--- config.mk ---
export PLATFORM = sky130hd
export DESIGN_NAME = tensor_transpose_streamer
export DESIGN_NICKNAME = d
export VERILOG_FILES = /design/src/design/tts_pkg.sv /design/src/design/tensor_transpose_streamer.sv /design/src/design/tts_front.sv /design/src/design/tts_queue.sv /design/src/design/tts_back.sv
export SDC_FILE = /design/constraint.sdc
export NUM_CORES = 2
export LEC_CHECK = 0
export BUFFER_PORTS_ARGS = -buffer_cell sky130_fd_sc_hd__buf_4
export CAP_MARGIN = 10
export CORE_MARGIN = 3
export CORE_UTILIZATION = 45
export DETAILED_ROUTE_END_ITERATION = 16
export GPL_TIMING_DRIVEN = 1
export HOLD_SLACK_MARGIN = 0.15
export PLACE_DENSITY = 0.62
export SLEW_MARGIN = 5
export SYNTH_ARGS = -nofsm -noshare
export SYNTH_HDL_FRONTEND = slang
export SYNTH_SLANG_ARGS = --single-unit
--- constraint.sdc ---
create_clock -name clk -period 19.98 [get_ports clk]
set_clock_uncertainty 0.2 [all_clocks]
set_input_delay 3.996 -clock clk [delete_from_list [all_inputs] [get_ports clk]]
set_output_delay 3.996 -clock clk [all_outputs]
set_load 0.03 [all_outputs]
--- src/design/tts_pkg.sv ---
// ----------------------------------------------------------------------------
// tts_pkg
// shared constants, types and helpers of the tensor transpose streamer
// ----------------------------------------------------------------------------
package tts_pkg;

  localparam int MAX_RANK    = 4;
  localparam int DIM_BITS    = 10;
  localparam int DATA_WIDTH  = 32;
  localparam int NDIMS       = 4;
  localparam int SEL_W       = 2;
  localparam int PERM_W      = NDIMS * SEL_W;
  localparam int CFG_SIZE_W  = 11;
  localparam int SIZE_W      = DIM_BITS + 1;
  localparam int SIZE_CAP    = 1 << DIM_BITS;
  localparam int DEST_W      = 40;
  localparam int CFG_IDX_W   = 3;
  localparam int CFG_DATA_W  = 11;
  localparam int OUT_W       = ((DATA_WIDTH + DEST_W + 7) / 8) * 8;

  localparam logic [CFG_SIZE_W-1:0] SIZE_RESET = CFG_SIZE_W'(1);
  localparam logic [PERM_W-1:0]     PERM_RESET = PERM_W'(228);

  typedef enum logic [CFG_IDX_W-1:0] {
    CFG_DIM_SIZE_0  = 3'd0,
    CFG_DIM_SIZE_1  = 3'd1,
    CFG_DIM_SIZE_2  = 3'd2,
    CFG_DIM_SIZE_3  = 3'd3,
    CFG_PERMUTATION = 3'd4
  } cfg_idx_t;

  typedef logic [DIM_BITS-1:0] digit_t;
  typedef logic [SIZE_W-1:0]   dsize_t;

  typedef struct packed {
    dsize_t [NDIMS-1:0]  size;
    logic [PERM_W-1:0]   perm;
    logic                perm_invalid;
  } cfg_t;

  typedef struct packed {
    logic [DATA_WIDTH-1:0] element;
    digit_t [NDIMS-1:0]    digit;
    logic                  last;
  } item_t;

  // effective size: clamp to 1..2^DIM_BITS, leading dims of lower ranks are 1
  function automatic dsize_t eff_size(input int unsigned d, input logic [CFG_SIZE_W-1:0] v);
    dsize_t r;
    if (d < NDIMS - MAX_RANK) begin
      r = SIZE_W'(1);
    end else if (v == '0) begin
      r = SIZE_W'(1);
    end else if (32'(v) > SIZE_CAP) begin
      r = SIZE_W'(SIZE_CAP);
    end else begin
      r = SIZE_W'(v);
    end
    return r;
  endfunction

  function automatic logic [SEL_W-1:0] perm_sel(input logic [PERM_W-1:0] p, input int unsigned d);
    return p[SEL_W*d +: SEL_W];
  endfunction

  function automatic logic perm_bad(input logic [PERM_W-1:0] p);
    logic [NDIMS-1:0] seen;
    seen = '0;
    for (int d = 0; d < NDIMS; d++) begin
      seen[perm_sel(p, d)] = 1'b1;
    end
    return seen != '1;
  endfunction

endpackage

--- src/design/tensor_transpose_streamer.sv ---
// ----------------------------------------------------------------------------
// tensor_transpose_streamer
// streams a row-major tensor of up to four dims with transposed flat indices
// ----------------------------------------------------------------------------
// throughput: one element per cycle while out_tready accepts results,
// set by the 4-stage index pipeline and the two-entry queue behind the
// counter front end
// reset: sizes to 1, permutation to identity, counter and pipeline cleared
// ----------------------------------------------------------------------------
module tensor_transpose_streamer (
  input  logic                              clk,
  input  logic                              rst_n,
  input  logic                              in_tvalid,
  output logic                              in_tready,
  input  logic [tts_pkg::DATA_WIDTH-1:0]    in_tdata,   // element
  output logic                              out_tvalid,
  input  logic                              out_tready,
  output logic [tts_pkg::OUT_W-1:0]         out_tdata,  // element_out, dest_index
  output logic                              out_tlast,
  output logic                              out_tuser,  // perm_invalid
  input  logic                              cfg_valid,
  output logic                              cfg_ready,
  input  logic [tts_pkg::CFG_IDX_W-1:0]     cfg_index,
  input  logic [tts_pkg::CFG_DATA_W-1:0]    cfg_data
);

  logic [tts_pkg::CFG_SIZE_W-1:0] size_r [tts_pkg::NDIMS];
  logic [tts_pkg::PERM_W-1:0]     perm_r;
  tts_pkg::cfg_t                  cfg;

  logic                           push;
  tts_pkg::item_t                 push_item;
  logic                           q_full;
  logic                           pop;
  logic                           q_not_empty;
  tts_pkg::item_t                 q_head;
  logic [tts_pkg::DATA_WIDTH-1:0] res_element;
  logic [tts_pkg::DEST_W-1:0]     res_dest;

  assign cfg_ready = 1'b1;

  always_ff @(posedge clk) begin
    if (!rst_n) begin
      for (int d = 0; d < tts_pkg::NDIMS; d++) begin
        size_r[d] <= tts_pkg::SIZE_RESET;
      end
      perm_r <= tts_pkg::PERM_RESET;
    end else if (cfg_valid) begin
      case (cfg_index)
        tts_pkg::CFG_DIM_SIZE_0: begin
          size_r[0] <= cfg_data[tts_pkg::CFG_SIZE_W-1:0];
        end
        tts_pkg::CFG_DIM_SIZE_1: begin
          size_r[1] <= cfg_data[tts_pkg::CFG_SIZE_W-1:0];
        end
        tts_pkg::CFG_DIM_SIZE_2: begin
          size_r[2] <= cfg_data[tts_pkg::CFG_SIZE_W-1:0];
        end
        tts_pkg::CFG_DIM_SIZE_3: begin
          size_r[3] <= cfg_data[tts_pkg::CFG_SIZE_W-1:0];
        end
        tts_pkg::CFG_PERMUTATION: begin
          perm_r <= cfg_data[tts_pkg::PERM_W-1:0];
        end
        default: begin
        end
      endcase
    end
  end

  always_comb begin
    for (int d = 0; d < tts_pkg::NDIMS; d++) begin
      cfg.size[d] = tts_pkg::eff_size(d, size_r[d]);
    end
    cfg.perm         = perm_r;
    cfg.perm_invalid = tts_pkg::perm_bad(perm_r);
  end

  tts_front u_front (
    .clk        (clk),
    .rst_n      (rst_n),
    .in_valid   (in_tvalid),
    .in_ready   (in_tready),
    .in_element (in_tdata),
    .cfg        (cfg),
    .q_full     (q_full),
    .push       (push),
    .push_item  (push_item)
  );

  tts_queue u_queue (
    .clk       (clk),
    .rst_n     (rst_n),
    .push      (push),
    .push_item (push_item),
    .full      (q_full),
    .pop       (pop),
    .not_empty (q_not_empty),
    .head      (q_head)
  );

  tts_back u_back (
    .clk              (clk),
    .rst_n            (rst_n),
    .cfg              (cfg),
    .q_not_empty      (q_not_empty),
    .q_head           (q_head),
    .pop              (pop),
    .out_valid        (out_tvalid),
    .out_ready        (out_tready),
    .out_element      (res_element),
    .out_dest         (res_dest),
    .out_last         (out_tlast),
    .out_perm_invalid (out_tuser)
  );

  assign out_tdata = tts_pkg::OUT_W'({res_dest, res_element});

endmodule

--- src/design/tts_front.sv ---
// ----------------------------------------------------------------------------
// tts_front
// accepts source elements and tags each with its source counter and last mark
// ----------------------------------------------------------------------------
module tts_front (
  input  logic                            clk,
  input  logic                            rst_n,
  input  logic                            in_valid,
  output logic                            in_ready,
  input  logic [tts_pkg::DATA_WIDTH-1:0]  in_element,
  input  tts_pkg::cfg_t                   cfg,
  input  logic                            q_full,
  output logic                            push,
  output tts_pkg::item_t                  push_item
);

  tts_pkg::digit_t [tts_pkg::NDIMS-1:0] cnt_r;
  tts_pkg::digit_t [tts_pkg::NDIMS-1:0] cnt_nxt;
  logic                                 carry;
  tts_pkg::dsize_t                      inc;

  assign in_ready = !q_full;
  assign push     = in_valid && !q_full;

  // odometer advance, innermost digit first
  always_comb begin
    carry = 1'b1;
    inc   = '0;
    for (int d = tts_pkg::NDIMS - 1; d >= 0; d--) begin
      inc = {1'b0, cnt_r[d]} + tts_pkg::SIZE_W'(1);
      if (!carry) begin
        cnt_nxt[d] = cnt_r[d];
      end else if (inc < cfg.size[d]) begin
        cnt_nxt[d] = inc[tts_pkg::DIM_BITS-1:0];
        carry      = 1'b0;
      end else begin
        cnt_nxt[d] = '0;
      end
    end
  end

  always_comb begin
    push_item.element = in_element;
    push_item.digit   = cnt_r;
    push_item.last    = carry;
  end

  always_ff @(posedge clk) begin
    if (!rst_n) begin
      cnt_r <= '0;
    end else if (push) begin
      cnt_r <= cnt_nxt;
    end
  end

endmodule

--- src/design/tts_queue.sv ---
// ----------------------------------------------------------------------------
// tts_queue
// two-entry queue between the front and back parts
// ----------------------------------------------------------------------------
module tts_queue (
  input  logic            clk,
  input  logic            rst_n,
  input  logic            push,
  input  tts_pkg::item_t  push_item,
  output logic            full,
  input  logic            pop,
  output logic            not_empty,
  output tts_pkg::item_t  head
);

  localparam int DEPTH = 2;
  localparam int PTR_W = 1;
  localparam int CNT_W = 2;

  tts_pkg::item_t   mem_r [DEPTH];
  logic [PTR_W-1:0] wr_ptr_r;
  logic [PTR_W-1:0] rd_ptr_r;
  logic [CNT_W-1:0] count_r;
  logic [CNT_W-1:0] count_nxt;

  assign full      = count_r == CNT_W'(DEPTH);
  assign not_empty = count_r != '0;
  assign head      = mem_r[rd_ptr_r];

  always_comb begin
    count_nxt = count_r;
    if (push && !pop) begin
      count_nxt = count_r + CNT_W'(1);
    end else if (pop && !push) begin
      count_nxt = count_r - CNT_W'(1);
    end
  end

  always_ff @(posedge clk) begin
    if (push) begin
      mem_r[wr_ptr_r] <= push_item;
    end
  end

  always_ff @(posedge clk) begin
    if (!rst_n) begin
      wr_ptr_r <= '0;
      rd_ptr_r <= '0;
      count_r  <= '0;
    end else begin
      if (push) begin
        wr_ptr_r <= wr_ptr_r + PTR_W'(1);
      end
      if (pop) begin
        rd_ptr_r <= rd_ptr_r + PTR_W'(1);
      end
      count_r <= count_nxt;
    end
  end

endmodule

--- src/design/tts_back.sv ---
// ----------------------------------------------------------------------------
// tts_back
// pipelined destination index computation and output register
// ----------------------------------------------------------------------------
module tts_back (
  input  logic                            clk,
  input  logic                            rst_n,
  input  tts_pkg::cfg_t                   cfg,
  input  logic                            q_not_empty,
  input  tts_pkg::item_t                  q_head,
  output logic                            pop,
  output logic                            out_valid,
  input  logic                            out_ready,
  output logic [tts_pkg::DATA_WIDTH-1:0]  out_element,
  output logic [tts_pkg::DEST_W-1:0]      out_dest,
  output logic                            out_last,
  output logic                            out_perm_invalid
);

  localparam int DW    = tts_pkg::DIM_BITS;
  localparam int SW    = tts_pkg::SIZE_W;
  localparam int T2_W  = DW + SW;
  localparam int P23_W = 2 * SW;
  localparam int T1_W  = DW + P23_W;
  localparam int S01_W = P23_W + SW;
  localparam int DEW   = tts_pkg::DEST_W;
  localparam int DAW   = tts_pkg::DATA_WIDTH;

  logic                                 adv;
  tts_pkg::digit_t [tts_pkg::NDIMS-1:0] q;
  tts_pkg::dsize_t [tts_pkg::NDIMS-1:0] psz;

  // stage 1
  logic             v1_r;
  logic [DAW-1:0]   e1_r;
  logic             l1_r;
  tts_pkg::digit_t  q0_1_r, q1_1_r, q3_1_r;
  logic [T2_W-1:0]  t2_1_r;
  logic [P23_W-1:0] p23_1_r;
  tts_pkg::dsize_t  sz1_1_r;
  // stage 2
  logic             v2_r;
  logic [DAW-1:0]   e2_r;
  logic             l2_r;
  tts_pkg::digit_t  q0_2_r;
  logic [DEW-1:0]   a2_r;
  logic [T1_W-1:0]  t1_2_r;
  logic [S01_W-1:0] s01_2_r;
  // stage 3
  logic             v3_r;
  logic [DAW-1:0]   e3_r;
  logic             l3_r;
  logic [DEW-1:0]   b3_r;
  logic [DEW-1:0]   t0_3_r;
  // output register
  logic             vo_r;
  logic [DAW-1:0]   eo_r;
  logic             lo_r;
  logic [DEW-1:0]   do_r;
  logic             io_r;

  assign adv = !vo_r || out_ready;
  assign pop = adv && q_not_empty;

  // result dimension d reads source digit and size perm[d]
  always_comb begin
    for (int d = 0; d < tts_pkg::NDIMS; d++) begin
      q[d]   = q_head.digit[tts_pkg::perm_sel(cfg.perm, d)];
      psz[d] = cfg.size[tts_pkg::perm_sel(cfg.perm, d)];
    end
  end

  always_ff @(posedge clk) begin
    if (adv) begin
      e1_r    <= q_head.element;
      l1_r    <= q_head.last;
      q0_1_r  <= q[0];
      q1_1_r  <= q[1];
      q3_1_r  <= q[3];
      t2_1_r  <= T2_W'(q[2]) * T2_W'(psz[3]);
      p23_1_r <= P23_W'(psz[3]) * P23_W'(psz[2]);
      sz1_1_r <= psz[1];

      e2_r    <= e1_r;
      l2_r    <= l1_r;
      q0_2_r  <= q0_1_r;
      a2_r    <= DEW'(q3_1_r) + DEW'(t2_1_r);
      t1_2_r  <= T1_W'(q1_1_r) * T1_W'(p23_1_r);
      s01_2_r <= S01_W'(p23_1_r) * S01_W'(sz1_1_r);

      e3_r    <= e2_r;
      l3_r    <= l2_r;
      b3_r    <= a2_r + DEW'(t1_2_r);
      t0_3_r  <= DEW'(q0_2_r) * DEW'(s01_2_r);

      eo_r    <= e3_r;
      lo_r    <= l3_r;
      do_r    <= b3_r + t0_3_r;
      io_r    <= cfg.perm_invalid;
    end
  end

  always_ff @(posedge clk) begin
    if (!rst_n) begin
      v1_r <= 1'b0;
      v2_r <= 1'b0;
      v3_r <= 1'b0;
      vo_r <= 1'b0;
    end else if (adv) begin
      v1_r <= q_not_empty;
      v2_r <= v1_r;
      v3_r <= v2_r;
      vo_r <= v3_r;
    end
  end

  assign out_valid        = vo_r;
  assign out_element      = eo_r;
  assign out_dest         = do_r;
  assign out_last         = lo_r;
  assign out_perm_invalid = io_r;

endmodule

==> out/metrics.yaml <==
postPlaceCellArea_sq_um: 63700
period_needed_ns: 7.510
yosys.cell_count.top_type: "inv_1"
routed_wl_microns: 145500
cts-root-buf: "clkbuf_16"
place_ws_ns: 12.41
grt_pass1_wl_microns: 233200
cpMaxStageDelayCell: "a21oi_1"
initial_utilization_pct: 45.59
synth-edff-count: 617
setup_viol: 0
pin_count: 128
crit_family: "adder cells"
wl_met3_microns: 7789
cts_hold_buffers: 0
grt_pass1_vias: 42480
netlist_area_sq_um: 61150
cts_tree: "done"
start_kind: "flip-flop"
yosysSeqAreaShare_pct: 32.17
top_layer_used: "met5"
final_area_sq_um: 66270
drive_above_1_share_pct: 8.159
drt_iter0_markers: 2661
multiInputGateArea_sq_um: 37620
end_kind: "flip-flop"
critical_path.max_fanout: 55
hold_viol: 0
first_pass_iters: 6
critPathBufInv: 5
synthTopCellsByArea: "edfxtp_1, fa_1, ha_1"
area_growth_pct: 8.381
globalplace.congestion: 0.9172
cp.arrival_ns: 7.71
insertion_delay_ns: 0.67
antenna_cells: 0
dp_hpwl_microns: 111300
overflow: 0
status: "finished, final reports clean"
drt-met1-wl_microns: 63690
synth_top_cell_by_area: "edfxtp_1"
relSlewSlack_pct: 22.44
max_cap_viol_count: 0
rsz0062_at_grt: "false"
crit_chain: "buf_4 > mux2_2 > nor2_1 > nor3_1 > a21oi_1 > nor2_1 > fa_1 > fa_1 > inv_1 > fa_1 > inv_1 > fa_1 > inv_1 > fa_1 > inv_1 > ha_1 > a21oi_1 > o21ai_0 > a21o_1 > a2111oi_0 > nor3_1 > xor2_1"
h-tree-depth: 3
min_path_cells: 0
grt_max_degree: 183
ys_ff_latch: 674
netlist_top_cells_count: "inv_1, fa_1, nand2_1, edfxtp_1, ha_1"
clockBufferDepth: 3
cts_sinks: 674
netlist.area_leader.share_pct: 30.30
vias: 40530
num-fill-cells: 12090
path_depth: 22
syn_avg_cell_area_sq_um: 10.75
drv_slew: 0
regArea_sq_um: 19670
core_sq_um: 134100
cts.repair.resized: 0
drt.antenna.violating_nets: 0
antenna_found_initial: 4
fp.dieH_microns: 374.6
critical_path_class: "reg2reg"
hp-class: "reg2reg"
nets: 6898
critPathMostFrequentCell: "fa_1"
post-cts-setup-buffers: 0
grt_usage_pct: 21.01
r2r_slack_ns: 12.47
worst_path_largest_cell_delay_ns: 0.85
setup_slack_ns: 12.47
ys.flop_type: "edfxtp_1"
synth_warnings: 0
hold_ws_ns: 0.2089
die_x_microns: 374.6
synth_nets: 6900
synth-async-reset-ratio_pct: 0
synth_cells: 5687
row_count: 134
numCtsBuffers: 78
fmax_ghz: 0.1332
worst-endpoint-required_ns: 20.18
reg2reg_depth: 22
drc: 0
worst_pin_slew_ns: 1.163
routedWlPerCell_microns: 19.36
tns_ns: 0
finalCritPeriodShare_pct: 37.59
via_per_inst: 5.392
die_area_sq_um: 140300
port_buffers: 126
wl_met2_microns: 69940
yosysUniqueCellTypes: 81
clk_pin_slew_ns: 0.06
-- placed cells by master, fill, tap and decap left out, types with 53 or more instances in the layout --
cell,n
a21o_1,73
a21oi_1,168
and2_1,397
and3_1,58
buf_4,164
clkbuf_16,81
dfxtp_1,55
edfxtp_1,617
fa_1,734
ha_1,428
inv_1,779
mux2_2,78
mux4_2,69
nand2_1,671
nand2b_1,53
nand3_1,57
nor2_1,296
nor2b_1,76
o21ai_0,121
xnor2_1,158
xor2_1,77
-- flip-flops by register name (all words and copies together), names as in the netlist, 2 cells and up, named ones only --
name	flops
u_back.out_dest	40
u_back.e3_r	32
u_back.q1_1_r	10
u_back.sz1_1_r	11
u_back.s01_2_r	33
u_back.t0_3_r	40
u_back.q0_1_r	10
u_queue.count_r	2
u_queue.mem_r	146
u_back.e2_r	32
perm_r	8
u_back.a2_r	22
u_back.e1_r	32
u_back.t1_2_r	32
size_r	44
u_back.q3_1_r	10
u_back.out_element	32
u_front.push_item	40
u_back.t2_1_r	21
u_back.b3_r	33
u_back.p23_1_r	22
u_back.q0_2_r	10
-- cells by family (layout without fill, tap and decap cells) --
family                     Yosys count  after routing  synth area share, %
AOI/OAI and AO/OA                  640            640                6.916
xor gates and xnor gates           235            235                3.366
adders and majority gates         1162           1162                32.79
buffers and inverters             1028           1089                6.333
DFF                                674            674                32.17
muxes                              158            158                4.158
other                                1              1             0.006133
and+or+nand+nor                   1789           1789                14.26
-- layout make-up --
type | count | area share [%]
sequential | 674 | 29.69
clock inverter | 45 | 0.7118
tap | 1768 | 3.338
timing repair buffer | 165 | 1.888
multi-input combinational | 3985 | 56.77
inverter | 781 | 4.435
clock buffer | 98 | 3.170
-- worst paths after layout --
check                                      to                 startpoint
max               u_back.t2_1_r[13]$_DFFE_PP_                  flip-flop
min          u_back.out_element[24]$_DFFE_PP_  u_back.e3_r[24]$_DFFE_PP_
max reg2reg       u_back.t2_1_r[13]$_DFFE_PP_                  flip-flop
min reg2reg  u_back.out_element[24]$_DFFE_PP_  u_back.e3_r[24]$_DFFE_PP_
-- routing by layer --
layer / vias up / global-route usage, %
li1: 18740 / -
met1: 20500 / 27.83
met2: 1057 / 35.63
met3: 232 / 3.469
met4: 4 / 6.062
met5: - / 0
-- metrics by stage --
step           util, %  std cells
3_5_place_dp     47.49       7373
6_report         49.41       7516
5_1_grt          49.41       7516
2_1_floorplan        -       5687
4_1_cts          49.41       7516
3_3_place_gp     47.49       7373
-- worst register-to-register path, cell delays in order (launching register included) --
cell	delay, ns
dfxtp_4	0.52
buf_4	0.69
mux2_2	0.48
nor2_1	0.10
nor3_1	0.07
a21oi_1	0.85
nor2_1	0.15
fa_1	0.49
fa_1	0.50
inv_1	0.06
fa_1	0.53
inv_1	0.05
fa_1	0.47
inv_1	0.05
fa_1	0.47
inv_1	0.04
ha_1	0.32
a21oi_1	0.15
o21ai_0	0.16
a21o_1	0.23
a2111oi_0	0.39
nor3_1	0.13
xor2_1	0.15
Power is left out: the tool's default activity adds up to more than one toggle a clock period on the data nets, which glitch-free logic cannot reach.
